### src/hw/rtl/wams_pkg.sv
// shared types and codes of the weighted adjacency matrix store
package wams_pkg;

    localparam int VERTEX_W = 5;
    localparam int WEIGHT_W = 16;
    localparam int DEG_W    = 5;
    localparam int TOTAL_W  = 6;
    localparam int COUNT_W  = 5;

    // operation codes
    localparam logic [2:0] OP_ADD_EDGE    = 3'd0;
    localparam logic [2:0] OP_REMOVE_EDGE = 3'd1;
    localparam logic [2:0] OP_DEGREE      = 3'd2;
    localparam logic [2:0] OP_ALL_DEGREES = 3'd3;
    localparam logic [2:0] OP_ADJ_LIST    = 3'd4;
    localparam logic [2:0] OP_EDGE_TEST   = 3'd5;

    // result status codes
    localparam logic [1:0] ST_OK      = 2'd0;
    localparam logic [1:0] ST_PRESENT = 2'd1;
    localparam logic [1:0] ST_RANGE   = 2'd2;
    localparam logic [1:0] ST_NONE    = 2'd3;

    typedef struct packed {
        logic signed [WEIGHT_W-1:0] edge_weight;
        logic [VERTEX_W-1:0]        to_vertex;
        logic [VERTEX_W-1:0]        from_vertex;
        logic [2:0]                 operation;
    } item_t;

    typedef struct packed {
        logic                last_result;
        logic                edge_present;
        logic [TOTAL_W-1:0]  total_degree;
        logic [DEG_W-1:0]    out_degree;
        logic [DEG_W-1:0]    in_degree;
        logic [VERTEX_W-1:0] vertex_number;
        logic [1:0]          status;
    } result_t;

    typedef struct packed {
        logic clearing;
        logic scanning;
    } ctrl_status_t;

endpackage

### src/hw/rtl/wams_ctrl.sv
// operation sequencer: decode, cell read-modify-write, row and column scans
module wams_ctrl #(
    parameter int MAX_VERTICES = 16
) (
    input  logic                                  clk,
    input  logic                                  rst_n,
    input  logic [wams_pkg::COUNT_W-1:0]          vertex_count,
    input  logic                                  item_valid,
    output logic                                  item_ready,
    input  wams_pkg::item_t                       item,
    output logic                                  res_valid,
    input  logic                                  res_ready,
    output wams_pkg::result_t                     res,
    output wams_pkg::ctrl_status_t                status,
    output logic                                  mem_wr_en,
    output logic [2*$clog2(MAX_VERTICES)-1:0]     mem_wr_addr,
    output logic [wams_pkg::WEIGHT_W-1:0]         mem_wr_data,
    output logic                                  mem_rd_en,
    output logic [2*$clog2(MAX_VERTICES)-1:0]     mem_rd_addr_a,
    output logic [2*$clog2(MAX_VERTICES)-1:0]     mem_rd_addr_b,
    input  logic [wams_pkg::WEIGHT_W-1:0]         mem_rd_data_a,
    input  logic [wams_pkg::WEIGHT_W-1:0]         mem_rd_data_b
);
    import wams_pkg::*;

    localparam int IDX_W  = $clog2(MAX_VERTICES);
    localparam int ADDR_W = 2 * IDX_W;
    localparam int N_W    = $clog2(MAX_VERTICES + 1);

    typedef enum logic [6:0] {
        S_CLEAR  = 7'b0000001,
        S_IDLE   = 7'b0000010,
        S_DECODE = 7'b0000100,
        S_CELL   = 7'b0001000,
        S_SCAN   = 7'b0010000,
        S_LIST   = 7'b0100000,
        S_EMIT   = 7'b1000000
    } state_t;

    state_t              state_reg,      state_next;
    item_t               item_reg,       item_next;
    result_t             res_reg,        res_next;
    logic [ADDR_W-1:0]   clr_addr_reg,   clr_addr_next;
    logic [N_W-1:0]      idx_reg,        idx_next;
    logic                pend_reg,       pend_next;
    logic [IDX_W-1:0]    pend_idx_reg,   pend_idx_next;
    logic [IDX_W-1:0]    v_reg,          v_next;
    logic [DEG_W-1:0]    in_cnt_reg,     in_cnt_next;
    logic [DEG_W-1:0]    out_cnt_reg,    out_cnt_next;
    logic                hold_valid_reg, hold_valid_next;
    logic [VERTEX_W-1:0] hold_vnum_reg,  hold_vnum_next;

    logic [N_W-1:0]      n_eff;
    logic                fv_ok;
    logic                tv_ok;
    logic [IDX_W-1:0]    fv_idx;
    logic [IDX_W-1:0]    tv_idx;
    logic [IDX_W-1:0]    scan_idx;
    logic                issue;
    logic                nz_a;
    logic                nz_b;
    logic                emit_now;
    logic                stall;
    result_t             r;

    // vertex count saturates at the matrix size
    always_comb
    begin
        if (32'(vertex_count) > 32'(MAX_VERTICES))
        begin
            n_eff = N_W'(MAX_VERTICES);
        end
        else
        begin
            n_eff = N_W'(vertex_count);
        end
    end

    assign fv_ok    = (item_reg.from_vertex != '0) && (32'(item_reg.from_vertex) <= 32'(n_eff));
    assign tv_ok    = (item_reg.to_vertex != '0) && (32'(item_reg.to_vertex) <= 32'(n_eff));
    assign fv_idx   = IDX_W'(item_reg.from_vertex - VERTEX_W'(1));
    assign tv_idx   = IDX_W'(item_reg.to_vertex - VERTEX_W'(1));
    assign scan_idx = idx_reg[IDX_W-1:0];
    assign issue    = (32'(idx_reg) < 32'(n_eff));
    assign nz_a     = (mem_rd_data_a != '0);
    assign nz_b     = (mem_rd_data_b != '0);

    // a found neighbor goes out only once the next one proves it is not the last
    assign emit_now = (state_reg == S_LIST) && pend_reg && nz_a && hold_valid_reg;
    assign stall    = emit_now && !res_ready;

    always_comb
    begin
        state_next      = state_reg;
        item_next       = item_reg;
        res_next        = res_reg;
        clr_addr_next   = clr_addr_reg;
        idx_next        = idx_reg;
        pend_next       = pend_reg;
        pend_idx_next   = pend_idx_reg;
        v_next          = v_reg;
        in_cnt_next     = in_cnt_reg;
        out_cnt_next    = out_cnt_reg;
        hold_valid_next = hold_valid_reg;
        hold_vnum_next  = hold_vnum_reg;

        item_ready    = 1'b0;
        res_valid     = 1'b0;
        res           = res_reg;
        mem_wr_en     = 1'b0;
        mem_wr_addr   = '0;
        mem_wr_data   = '0;
        mem_rd_en     = 1'b0;
        mem_rd_addr_a = '0;
        mem_rd_addr_b = '0;

        r               = '0;
        r.status        = ST_OK;
        r.vertex_number = item_reg.from_vertex;
        r.last_result   = 1'b1;

        unique case (state_reg)
            S_CLEAR:
            begin
                mem_wr_en     = 1'b1;
                mem_wr_addr   = clr_addr_reg;
                clr_addr_next = clr_addr_reg + ADDR_W'(1);
                if (clr_addr_reg == '1)
                begin
                    state_next = S_IDLE;
                end
            end

            S_IDLE:
            begin
                item_ready = 1'b1;
                if (item_valid)
                begin
                    item_next  = item;
                    state_next = S_DECODE;
                end
            end

            S_DECODE:
            begin
                idx_next        = '0;
                pend_next       = 1'b0;
                in_cnt_next     = '0;
                out_cnt_next    = '0;
                hold_valid_next = 1'b0;
                priority if (item_reg.operation == OP_ADD_EDGE
                             || item_reg.operation == OP_REMOVE_EDGE
                             || item_reg.operation == OP_EDGE_TEST)
                begin
                    if (fv_ok && tv_ok)
                    begin
                        mem_rd_en     = 1'b1;
                        mem_rd_addr_a = {fv_idx, tv_idx};
                        state_next    = S_CELL;
                    end
                    else
                    begin
                        r.status   = ST_RANGE;
                        res_next   = r;
                        state_next = S_EMIT;
                    end
                end
                else if (item_reg.operation == OP_DEGREE
                         || item_reg.operation == OP_ADJ_LIST)
                begin
                    if (fv_ok)
                    begin
                        v_next = fv_idx;
                        if (item_reg.operation == OP_DEGREE)
                        begin
                            state_next = S_SCAN;
                        end
                        else
                        begin
                            state_next = S_LIST;
                        end
                    end
                    else
                    begin
                        r.status   = ST_RANGE;
                        res_next   = r;
                        state_next = S_EMIT;
                    end
                end
                else if (item_reg.operation == OP_ALL_DEGREES)
                begin
                    if (n_eff == '0)
                    begin
                        r.status        = ST_RANGE;
                        r.vertex_number = '0;
                        res_next        = r;
                        state_next      = S_EMIT;
                    end
                    else
                    begin
                        v_next     = '0;
                        state_next = S_SCAN;
                    end
                end
                else
                begin
                    // unknown operation, no result
                    state_next = S_IDLE;
                end
            end

            S_CELL:
            begin
                if (item_reg.operation == OP_ADD_EDGE)
                begin
                    if (nz_a)
                    begin
                        r.status = ST_PRESENT;
                    end
                    else
                    begin
                        mem_wr_en   = 1'b1;
                        mem_wr_addr = {fv_idx, tv_idx};
                        mem_wr_data = item_reg.edge_weight;
                    end
                end
                else if (item_reg.operation == OP_REMOVE_EDGE)
                begin
                    mem_wr_en   = 1'b1;
                    mem_wr_addr = {fv_idx, tv_idx};
                end
                else
                begin
                    r.edge_present = nz_a;
                end
                res_next   = r;
                state_next = S_EMIT;
            end

            S_SCAN:
            begin
                // port a walks the row, port b the column
                if (pend_reg)
                begin
                    out_cnt_next = out_cnt_reg + DEG_W'(nz_a);
                    in_cnt_next  = in_cnt_reg + DEG_W'(nz_b);
                end
                pend_next = issue;
                if (issue)
                begin
                    mem_rd_en     = 1'b1;
                    mem_rd_addr_a = {v_reg, scan_idx};
                    mem_rd_addr_b = {scan_idx, v_reg};
                    idx_next      = idx_reg + N_W'(1);
                end
                else if (!pend_reg)
                begin
                    r.vertex_number = VERTEX_W'(32'(v_reg) + 32'd1);
                    r.in_degree     = in_cnt_reg;
                    r.out_degree    = out_cnt_reg;
                    r.total_degree  = TOTAL_W'(in_cnt_reg) + TOTAL_W'(out_cnt_reg);
                    r.last_result   = (item_reg.operation == OP_DEGREE)
                                      || (32'(v_reg) + 32'd1 == 32'(n_eff));
                    res_next        = r;
                    state_next      = S_EMIT;
                end
            end

            S_LIST:
            begin
                res_valid           = emit_now;
                res                 = '0;
                res.status          = ST_OK;
                res.vertex_number   = hold_vnum_reg;
                if (!stall)
                begin
                    if (pend_reg && nz_a)
                    begin
                        hold_valid_next = 1'b1;
                        hold_vnum_next  = VERTEX_W'(32'(pend_idx_reg) + 32'd1);
                    end
                    pend_next = issue;
                    if (issue)
                    begin
                        mem_rd_en     = 1'b1;
                        mem_rd_addr_a = {v_reg, scan_idx};
                        pend_idx_next = scan_idx;
                        idx_next      = idx_reg + N_W'(1);
                    end
                    else if (!pend_reg)
                    begin
                        if (hold_valid_reg)
                        begin
                            r.vertex_number = hold_vnum_reg;
                        end
                        else
                        begin
                            r.status = ST_NONE;
                        end
                        res_next   = r;
                        state_next = S_EMIT;
                    end
                end
            end

            S_EMIT:
            begin
                res_valid = 1'b1;
                if (res_ready)
                begin
                    if (item_reg.operation == OP_ALL_DEGREES && !res_reg.last_result)
                    begin
                        v_next       = v_reg + IDX_W'(1);
                        idx_next     = '0;
                        pend_next    = 1'b0;
                        in_cnt_next  = '0;
                        out_cnt_next = '0;
                        state_next   = S_SCAN;
                    end
                    else
                    begin
                        state_next = S_IDLE;
                    end
                end
            end

            default:
            begin
                state_next = S_IDLE;
            end
        endcase
    end

    always_ff @(posedge clk or negedge rst_n)
    begin
        if (!rst_n)
        begin
            state_reg      <= S_CLEAR;
            clr_addr_reg   <= '0;
            pend_reg       <= 1'b0;
            hold_valid_reg <= 1'b0;
        end
        else
        begin
            state_reg      <= state_next;
            clr_addr_reg   <= clr_addr_next;
            pend_reg       <= pend_next;
            hold_valid_reg <= hold_valid_next;
        end
    end

    always_ff @(posedge clk)
    begin
        item_reg      <= item_next;
        res_reg       <= res_next;
        idx_reg       <= idx_next;
        pend_idx_reg  <= pend_idx_next;
        v_reg         <= v_next;
        in_cnt_reg    <= in_cnt_next;
        out_cnt_reg   <= out_cnt_next;
        hold_vnum_reg <= hold_vnum_next;
    end

    assign status.clearing = (state_reg == S_CLEAR);
    assign status.scanning = (state_reg == S_SCAN) || (state_reg == S_LIST);

endmodule

### config.mk
export PLATFORM = sky130hd
export DESIGN_NAME = wams_ctrl
export DESIGN_NICKNAME = d
export VERILOG_FILES = /design/src/hw/rtl/wams_pkg.sv /design/src/hw/rtl/wams_ctrl.sv
export SDC_FILE = /design/constraint.sdc
export NUM_CORES = 1
export LEC_CHECK = 0
export BUFFER_PORTS_ARGS = -buffer_cell sky130_fd_sc_hd__buf_2
export CAP_MARGIN = 5
export CORE_ASPECT_RATIO = 0.6
export CORE_MARGIN = 3
export CORE_UTILIZATION = 58
export CTS_CLUSTER_DIAMETER = 100
export DETAILED_ROUTE_END_ITERATION = 8
export MAX_ROUTING_LAYER = met4
export PLACE_DENSITY = 0.93
export SLEW_MARGIN = 20
export SYNTH_ARGS = -nofsm -noshare
export SYNTH_HDL_FRONTEND = slang
export SYNTH_SLANG_ARGS = --single-unit
### constraint.sdc
create_clock -name clk -period 8.28 [get_ports clk]
set_clock_uncertainty 0.15 [all_clocks]
set_input_delay 0.414 -clock clk [delete_from_list [all_inputs] [get_ports clk]]
set_output_delay 0.414 -clock clk [all_outputs]
set_load 0.05 [all_outputs]
# Word level (Yosys, flattened, before mapping)
# Index checks and enable logic that the tools add are counted.
# op_classes
add_sub_neg	10
n_mul	0
n_div	0
bitwise_logic	1
eq_ne	33
mux	84
shift	0
magnitude_cmp	4
reduce_logical	36
# op_table
op	count
$mux 25	12
$pmux 25 s4	1
$mux 7	12
$mux 8	9
$pmux 7 s7	1
$mux 16	3
$mux 5	9
$reduce_bool 16->1	2
$pmux 5 s3	2
$mux 4	7
$pmux 8 s3	1
$ne 2x2->1 const B	10
$pmux 5 s4	1
$mux 1	17
$pmux 8 s2	1
$ne 3x3->1 const B	4
$ne 4x4->1 const B	3
$reduce_and 4->1	3
$add 4x1->5 const B	2
$add 5x1->5	2
$le 5x5->1	2
$reduce_and 10->1	1
$reduce_bool 5->1	2
$logic_and 1x1->1	9
other kinds (37)	52
# totals
romBits	0
ram_bits	0
out_inout_bits	71
n_memories	0
ff_bits	99
inputBits	70
latch_bits	0

# Longest topological paths before layout
# Gate-level depths: netlist of the first run.
# logic_depth
ltp_word	8
mapped_depth	11
mapped_depth_nobuf	9

# Least setup slack after synthesis of the first run
# No wires, ideal clock.
# synth_timing
path_kind	input -> output
startpoint	in vertex_count[4] in the netlist's numbering
endpoint	out mem_rd_addr_a[0]
stages	11
setup_slack_ns	5.021
arrival_time_ns	2.695
n_path_buf	2
path_cell_list	inv_1 > nand2_1 > ha_1 > a21oi_1 > a21bo_2 > and2_1 > buf_2 > buf_2 > ha_1 > inv_1 > o22ai_1
# synth_between
elab_chain_len	8
elab_cells_between_ends	13
# synth_lines
item	line	text
from (decl)	wams_ctrl.sv:7	input logic [wams_pkg::COUNT_W-1:0] vertex_count,
$gt 5x5->1	wams_ctrl.sv:69	if (32'(vertex_count) > 32'(MAX_VERTICES))
$mux 5 *	wams_ctrl.sv:69	
$le 5x5->1, on equally long branches	wams_ctrl.sv:79, wams_ctrl.sv:80	
$logic_and 1x1->1, on equally long branches	wams_ctrl.sv:79, wams_ctrl.sv:80	
$logic_and 1x1->1	wams_ctrl.sv:155	if (fv_ok && tv_ok)
$mux 8	wams_ctrl.sv:155	
$mux 8	wams_ctrl.sv:151	priority if (item_reg.operation == OP_ADD_EDGE
$pmux 8 s3 *	wams_ctrl.sv:122	unique case (state_reg)
to (decl)	wams_ctrl.sv:19	output logic [2*$clog2(MAX_VERTICES)-1:0] mem_rd_addr_a,
# Mark *: on every way between the ends. The rest lies on a longest branch, timed or not.

# Worst setup path after layout of the first run
# layout_timing
startpoint	in vertex_count[4] in the netlist's numbering
endpoint	out mem_rd_addr_a[4]
# Same word-level chain as after synthesis.

==> summary.md, run 1 <==
| Metric | Value |
|---|---|
| Clock Root Buffer | `clkbuf_16` |
| Worst Hold Slack | `86.3 ps` |
| CTS buffer count | `9` |
| Nets | `765` |
| Synthesis Warnings | `0` |
| Period utilisation layout | `45.8%` |
| Row cnt | `27` |
| Worst setup EP type | `output port` |
| Mapped Nets | `632` |
| Hold Crit Class | `primary input to register` |
| Synth cell types | `71` |
| GRT Overall Usage | `28.5%` |
| FF-to-FF End | `res_reg[22]` |
| RSZ-0062 raised after global routing | `false` |
| GPL Wtd Cong | `0.946` |
| Clock slew at reported path FFs | `70 ps` |
| Vias in the first global route | `4,750` |
| Crit start category | `primary input` |
| Clk_lat worst skew | `350 ps` |
| I/O Buffers | `140` |
| Critical path startpoint | `vertex_count[4]` |
| Cells along the critical path | `buf_2 -> inv_1 -> nand2_1 -> ha_1 -> nand4_1 -> or2_1 -> a21oi_2 -> nand4_1 -> o2bb2ai_1 -> buf_2` |
| Clock sink total | `99` |
| Pwr dens | `241 nW/um^2` |
| Post-synthesis xor/xnor area fraction | `4.70%` |
| Seq/Total Area, Yosys | `50.0%` |
| Ports | `141` |
| Crit. path cell count | `10` |
| Worst slew margin | `29.8%` |
| Synthesized instance count | `529` |
| P_leak | `0.00305 uW` |
| Buf/Inv on CP | `3` |
| Layout cells sized above 1 | `27.7%` |
| Worst VDD drop | `0.000139 V` |
| Worst Setup EP | `mem_rd_addr_a[4]` |
| Setup Viol. Count Final | `0` |
| Initial antenna violation count | `1` |
| Setup_tns | `0 ps` |
| Die footprint | `11,200 um^2` |
| TritonCTS clock tree | `yes` |
| Synth top area share | `42.6%` |
| Vias | `4,772` |
| CP top delay family | `simple AND/OR/NAND/NOR gates` |
| Crit path required time | `7720 ps` |
| Vias/cell | `5.98` |
| Synth Area in Compound Gates | `11.2%` |
| CORE AREA | `9430 um^2` |
| DR iter-0 viols | `476` |
| Final Power | `1660 uW` |
| Async SR Flop Fraction | `17.2%` |
| Post-route DRC | `0` |
| Max FFs per register | `29` |
| Period minus WS final | `3790 ps` |
| Final Max Slew Viols | `0` |
| Worst path slowest cell | `nand4_1` |
| Register-to-Register Path Depth | `7` |
| DRT antenna net count | `0` |
| Chip height | `83.3 um` |
| CP peak stage delay | `560 ps` |
| Area Growth Syn to Fin | `19.5%` |
| Final Hold Viols | `0` |
| Fin util | `73.2%` |
| H-tree lvl count | `3` |
| First-pass GRT wire length | `24,300 um` |
| Placed Instances | `780` |
| Average cell area after synthesis | `10.9 um^2` |
| Initial Util | `61.3%` |
| Synth area leaders | `edfxtp_1, dfrtp_1, ha_1, and2_1, nand2_1` |
| Actual slew at the worst max-slew pin | `1050 ps` |
| Largest family of logic cells by synthesized area | `simple AND/OR/NAND/NOR gates` |
| Flip-flop and latch count after synthesis | `99` |
| Critical path type | `primary input to output port` |
| Synth Area in Adders | `7.28%` |
| HPWL after DPL | `11,900 um` |
| Final Non-Filler Cells | `798` |
| Fmax | `264 MHz` |
| Post-synthesis mux area share | `0.563%` |
| Reg2reg start | `item_reg[3]` |
| Die Width | `135 um` |
| Crit path DAT | `3230 ps` |
| Grt total ovfl | `0` |
| Routed WL per cell | `19.6 um` |
| Post-synth top flop | `edfxtp_1` |
| Yosys top cell by area | `edfxtp_1` |
| Mapped Area | `5780 um^2` |
| Crit Path Max Fanout | `11` |
| Largest net degree at the start of global routing | `30` |
| Post_cts resized | `0` |
| WL final | `15,600 um` |
| CTS Buffer Depth | `2` |
| Simple-Gate Fraction of Synth Area | `22.6%` |
| Outcome | `completed` |
| Pre-Repair DR Iteration Count | `5` |
| EDFF count, synth | `82` |
| R2R setup slack | `4980 ps` |
| # Max-Cap Violations | `0` |
how the worst min path moves through the flow:
stage	depth (start not counted)	startpoint	slack, ps	end
after floorplan	0	rst_n	-30	clr_addr_reg[0]
after global placement	1	rst_n	230	state_reg[3]
after detailed placement	1	rst_n	230	state_reg[3]
after CTS	1	item[4]	80	item_reg[4]
after global routing	1	item[7]	80	item_reg[7]
final	1	item[4]	90	item_reg[4]
layout make-up:
type	count	area (um^2)
well taps	130	163
repair buffers	143	726
multi-input cells	382	2680
clock inverters	6	113
flip-flops and latches	99	2890
clock buffers	10	229
fillers	663	2520
inverters	27	101
diodes	1	2.50
cell usage after synthesis, drive strengths merged (3+ instances only):
master and instances:
a21oi 17, edfxtp 82, dfrtp 16, nand2b 4, nand2 41, a221o 3, and4b 3, nor3 6
clkbuf 5, o211ai 4, a21o 6, nand3 20, o21ai 21, a31o 4, o31ai 4, o22ai 5
nor2b 9, o2bb2ai 6, xnor2 16, nor4 9, nand4 13, and3 14, ha 32, nor2 36
or3 3, and2 55, xor2 15, buf 16, inv 27
cell families after synthesis:
kind of cell | after synthesis
compound gates | 91
mux | 3
fa+ha+maj | 33
simple gates | 224
buf+inv | 48
xor+xnor | 31
flops | 99
what timing repair did:
item                                   in CTS  in global routing
hold buffers                                1                  0
endpoints found under the hold margin      16                  0
buffers inserted                            0                  0
cells in the final DEF (no fill, tap or decap), types with 9 or more instances in the layout:
cell       instances
nand4_1           11
and2_1            55
dfrtp_1           16
nand2_1           41
xor2_1            15
a21oi_1           16
xnor2_1           16
and3_1            13
nand3_1           19
o21ai_0           10
o21ai_1           11
clkbuf_16          9
edfxtp_1          82
buf_2            140
inv_1             27
ha_1              32
nor2b_1            9
nor2_1            30
stage by stage:
stage	cell area, um^2	setup WS (ps)
6_report	6900	4490
2_1_floorplan	5780	5020
4_1_cts	6900	4570
3_5_place_dp	6550	4410
3_3_place_gp	6550	4490
5_1_grt	6900	4270
worst reg2reg max path, delay by kind of cell (launching register included):
| kind | cells | cell delay, ps |
|---|---|---|
| flip-flops | 1 | 550 |
| buffers and inverters | 2 | 190 |
| AND/OR/NAND/NOR | 3 | 1410 |
| AO/OA/AOI/OAI | 1 | 350 |
| adder cells (fa/ha/maj) | 1 | 310 |
layer usage:
metal	GRT usage [%]	part of all wire, %	vias up
li1	-	-	2197
met1	39.8	43	2247
met2	41.5	44	293
met3	8.35	11	35
met4	6.65	1.7	0
met5	-	0	-
power by group:
| part | switching (uW) | leakage, uW | internal, uW |
|---|---|---|---|
| Sequential | 72.4 | 0.000987 | 633 |
| Combinational | 315 | 0.00190 | 160 |
| Clock | 186 | 0.000162 | 297 |
(Power assumes the default switching activity.)
==> run 2: changes to the inputs <==
--- a/config.mk
+++ b/config.mk
@@ -5,15 +5,16 @@
 export SDC_FILE = /design/constraint.sdc
 export NUM_CORES = 1
 export LEC_CHECK = 0
+export ABC_AREA = 1
 export BUFFER_PORTS_ARGS = -buffer_cell sky130_fd_sc_hd__buf_2
 export CAP_MARGIN = 5
 export CORE_ASPECT_RATIO = 0.6
 export CORE_MARGIN = 3
-export CORE_UTILIZATION = 58
+export CORE_UTILIZATION = 55
 export CTS_CLUSTER_DIAMETER = 100
 export DETAILED_ROUTE_END_ITERATION = 8
 export MAX_ROUTING_LAYER = met4
-export PLACE_DENSITY = 0.93
+export PLACE_DENSITY = 0.88
 export SLEW_MARGIN = 20
 export SYNTH_ARGS = -nofsm -noshare
 export SYNTH_HDL_FRONTEND = slang
==> constraint.sdc (replaced) <==
create_clock -name clk -period 3.9 [get_ports clk]
set_clock_uncertainty 0.15 [all_clocks]
set_input_delay 0.195 -clock clk [delete_from_list [all_inputs] [get_ports clk]]
set_output_delay 0.195 -clock clk [all_outputs]
set_load 0.05 [all_outputs]
==> run 2 against run 1 <==
Non-clock buffer count rose by 31. Sequential power rose by 130%. Synthesized cell count grew 29%. Critical path depth rose by 2. Flip-flop and latch count stayed put. Global-route usage decreased by 1.1 points. Die area is 8.2% higher. Total power up 150%. Register-to-register slack got worse by 3600 ps. Largest power group unchanged.
==> summary.md, run 2 <==
| Metric | Value |
|---|---|
| Outcome | `completed` |
| CORE AREA | `10,200 um^2 (+8.2%)` |
| Commonest cells in the netlist | `nand2_1, inv_1, nor2_1` |
| Clock sink total | `99 (unchanged)` |
| Max FFs per register | `29 (unchanged)` |
| Row cnt | `28 (+3.7%)` |
| Initial Util | `58.4% (-2.9 points)` |
| # Max-Cap Violations | `0 (unchanged)` |
| Vias | `5,199 (+8.9%)` |
| Worst slew margin | `64.3% (+34 points)` |
| Fin util | `72.3% (-0.87 points)` |
| CTS buffer count | `9 (unchanged)` |
| Vias in the first global route | `5,048 (+6.3%)` |
| Final Max Slew Viols | `0 (unchanged)` |
| Setup_tns | `0 ps (unchanged)` |
| Met1 Use GR | `38.2% (-1.6 points)` |
| Die footprint | `12,200 um^2 (+8.2%)` |
| Mapped Area | `5960 um^2 (+3.1%)` |
| DR iter-0 viols | `472 (-0.84%)` |
| FF-to-FF End | `hold_vnum_reg[2]` |
| Synth top area share | `41.3% (-1.3 points)` |
| Fmax | `337 MHz` |
| RSZ-0062 raised after global routing | `false` |
| Synthesized instance count | `684 (+29%)` |
| Critical path type | `register to output port` |
| Synthesis Warnings | `0 (unchanged)` |
| Mapped Nets | `787 (+25%)` |
| Gr busiest metal | `met2` |
| DRT antenna net count | `0 (unchanged)` |
| HPWL after DPL | `11,400 um (-3.7%)` |
| Period minus WS final | `2970 ps` |
| Period utilisation layout | `76.1%` |
| Worst VDD drop | `0.000404 V (+190%)` |
| Chip height | `86.6 um (+4.0%)` |
| Worst Setup EP | `mem_rd_en` |
| Met3 Use GR | `7.83% (-0.53 points)` |
| Area Growth Syn to Fin | `23.8%` |
| Crit path required time | `3560 ps (-4160 ps)` |
| Clock Root Buffer | `clkbuf_16` |
| Most frequent cell after synthesis | `nand2_1` |
| P_leak | `0.00356 uW (+17%)` |
| CTS Buffer Depth | `2 (unchanged)` |
| Hold-fix buffers, CTS | `30 (+29)` |
| H-tree lvl count | `3 (unchanged)` |
| Ports | `141 (unchanged)` |
| Crit start category | `register` |
| Yosys top cell by area | `edfxtp_1` |
| Crit path DAT | `2620 ps (-610 ps)` |
| R2R setup slack | `1400 ps (-3580 ps)` |
| Crit Path Max Fanout | `39 (+28)` |
| Seq/Total Area, Yosys | `48.5% (-1.5 points)` |
| Reg2reg start | `state_reg[3]` |
| EDFF count, synth | `82 (unchanged)` |
| Post_cts resized | `0 (unchanged)` |
| WL final | `15,600 um (-0.43%)` |
| I/O Buffers | `140 (unchanged)` |
| Clock slew at reported path FFs | `70 ps (about the same)` |
| Post-synth top flop | `edfxtp_1` |
| Number of diodes | `0 (-1)` |
| Pre-Repair DR Iteration Count | `5 (unchanged)` |
| Largest net degree at the start of global routing | `40 (+33%)` |
| Critical path startpoint | `state_reg[3]` |
| Actual slew at the worst max-slew pin | `535 ps (-513 ps)` |
| Number of fill cells | `745 (+12%)` |
| Vias/cell | `5.22 (-13%)` |
| Synth area leaders | `edfxtp_1, nand2_1, dfrtp_1, ha_1, inv_1` |
| Worst hold stages | `3 (+2)` |
| Worst Hold Slack | `21.5 ps (-64.8 ps)` |
| GPL Wtd Cong | `0.971 (+2.7%)` |
| Routed WL per cell | `15.6 um (-20%)` |
| Die Width | `140 um (+4.1%)` |
| Average cell area after synthesis | `8.71 um^2 (-20%)` |
| Most frequent cells in the layout | `nand2_1, buf_2, inv_1` |
| Async SR Flop Fraction | `17.2% (unchanged)` |
| TritonCTS clock tree | `yes` |
| Worst setup EP type | `output port` |
| Register-to-Register Path Depth | `8 (+1)` |
| Post-route DRC | `0 (unchanged)` |
| Hold Crit Class | `primary input to register` |
| Nets | `959 (+25%)` |
| Final Hold Viols | `0 (unchanged)` |
| Synth cell types | `44 (-38%)` |
| GRT Overall Usage | `27.4% (-1.1 points)` |
| Clk_lat worst skew | `340 ps (about the same)` |
| GR Util met2 | `40.6% (-0.92 points)` |
| Flip-flop and latch count after synthesis | `99 (unchanged)` |
| First-pass GRT wire length | `25,300 um (+3.8%)` |
| Setup Viol. Count Final | `0 (unchanged)` |
| Grt total ovfl | `0 (unchanged)` |
| Initial antenna violation count | `0 (-1)` |
| Pwr dens | `557 nW/um^2 (+130%)` |
| Layout cells sized above 1 | `24.4% (-3.3 points)` |
| Postcts setup bufs | `0 (unchanged)` |
-- run 2: changes by cell type after synthesis, sizes merged, moves of 5 or more --
cell and delta:
nand2 +108, clkbuf -5, nor4 -5, nor2 +72, and2 -55, a21o -6, o2bb2ai -6, inv +90
and3 -14, nor2b -9, xnor2 -9, nand3 +35
-- run 2: worst min-delay path by stage --
stage	slack, ps	end	start
finish	20	state_reg[2]	item_valid
global route	20	state_reg[2]	item_valid
CTS	10	state_reg[2]	item_valid
detailed placement	5	clr_addr_reg[1]	rst_n
global placement	-5	clr_addr_reg[1]	rst_n
floorplan	-250	clr_addr_reg[0]	rst_n
-- run 2: final cells by class --
cell class                      instances  area [um^2]  share of cell area, %
Clock buffer                            9          225                   3.05
Clock inverter                          7         85.1                   1.15
Inverter                              119          448                   6.07
Multi-Input combinational cell        453         2530                   34.3
Sequential cell                        99         2890                   39.2
Tap cell                              135          169                   2.29
Timing Repair Buffer                  174         1030                   14.0
-- run 2: logic make-up (layout without fill, tap and decap cells) --
logic type	after synthesis	in the layout	share of synthesized area [%]
buf+inv	132	309	9.10
compound gates	55	55	5.65
fa+ha+maj	33	33	7.06
xor+xnor	23	23	3.38
flops	99	99	48.5
simple gates	342	342	26.3
-- run 2: through the flow --
| step | cells | instance area, um^2 | worst slack, ps | power [uW] |
|---|---|---|---|---|
| after floorplan | 684 | 5960 | 1260 | 2750 |
| after global placement | 950 | 6760 | 1290 | 3120 |
| after detailed placement | 950 | 6760 | 1180 | 3150 |
| after CTS | 996 | 7370 | 971 | 4090 |
| after global routing | 996 | 7370 | 763 | 4360 |
| final | 996 | 7370 | 934 | 4100 |
-- run 2: critical path, cell delays in order (launching register included) --
cell and delay, ps:
dfrtp_1 450, nor2_4 160, nand2_2 140, nor2_4 100, buf_4 360, nand2_2 150
clkinv_2 100, nand4_4 180, nand3_2 140, inv_2 100, nand2_1 100, nand2_1 80
buf_2 210
-- run 2: routing by layer --
metal	vias up	share of wire [%]
met4	0	0.90
li1	2573	-
met1	2346	45
met5	-	0
met3	15	11
met2	265	43
-- run 2: power by group --
part,internal [uW],switching [uW]
Clock,509,401
Sequential,1450,175
Combinational,455,1110
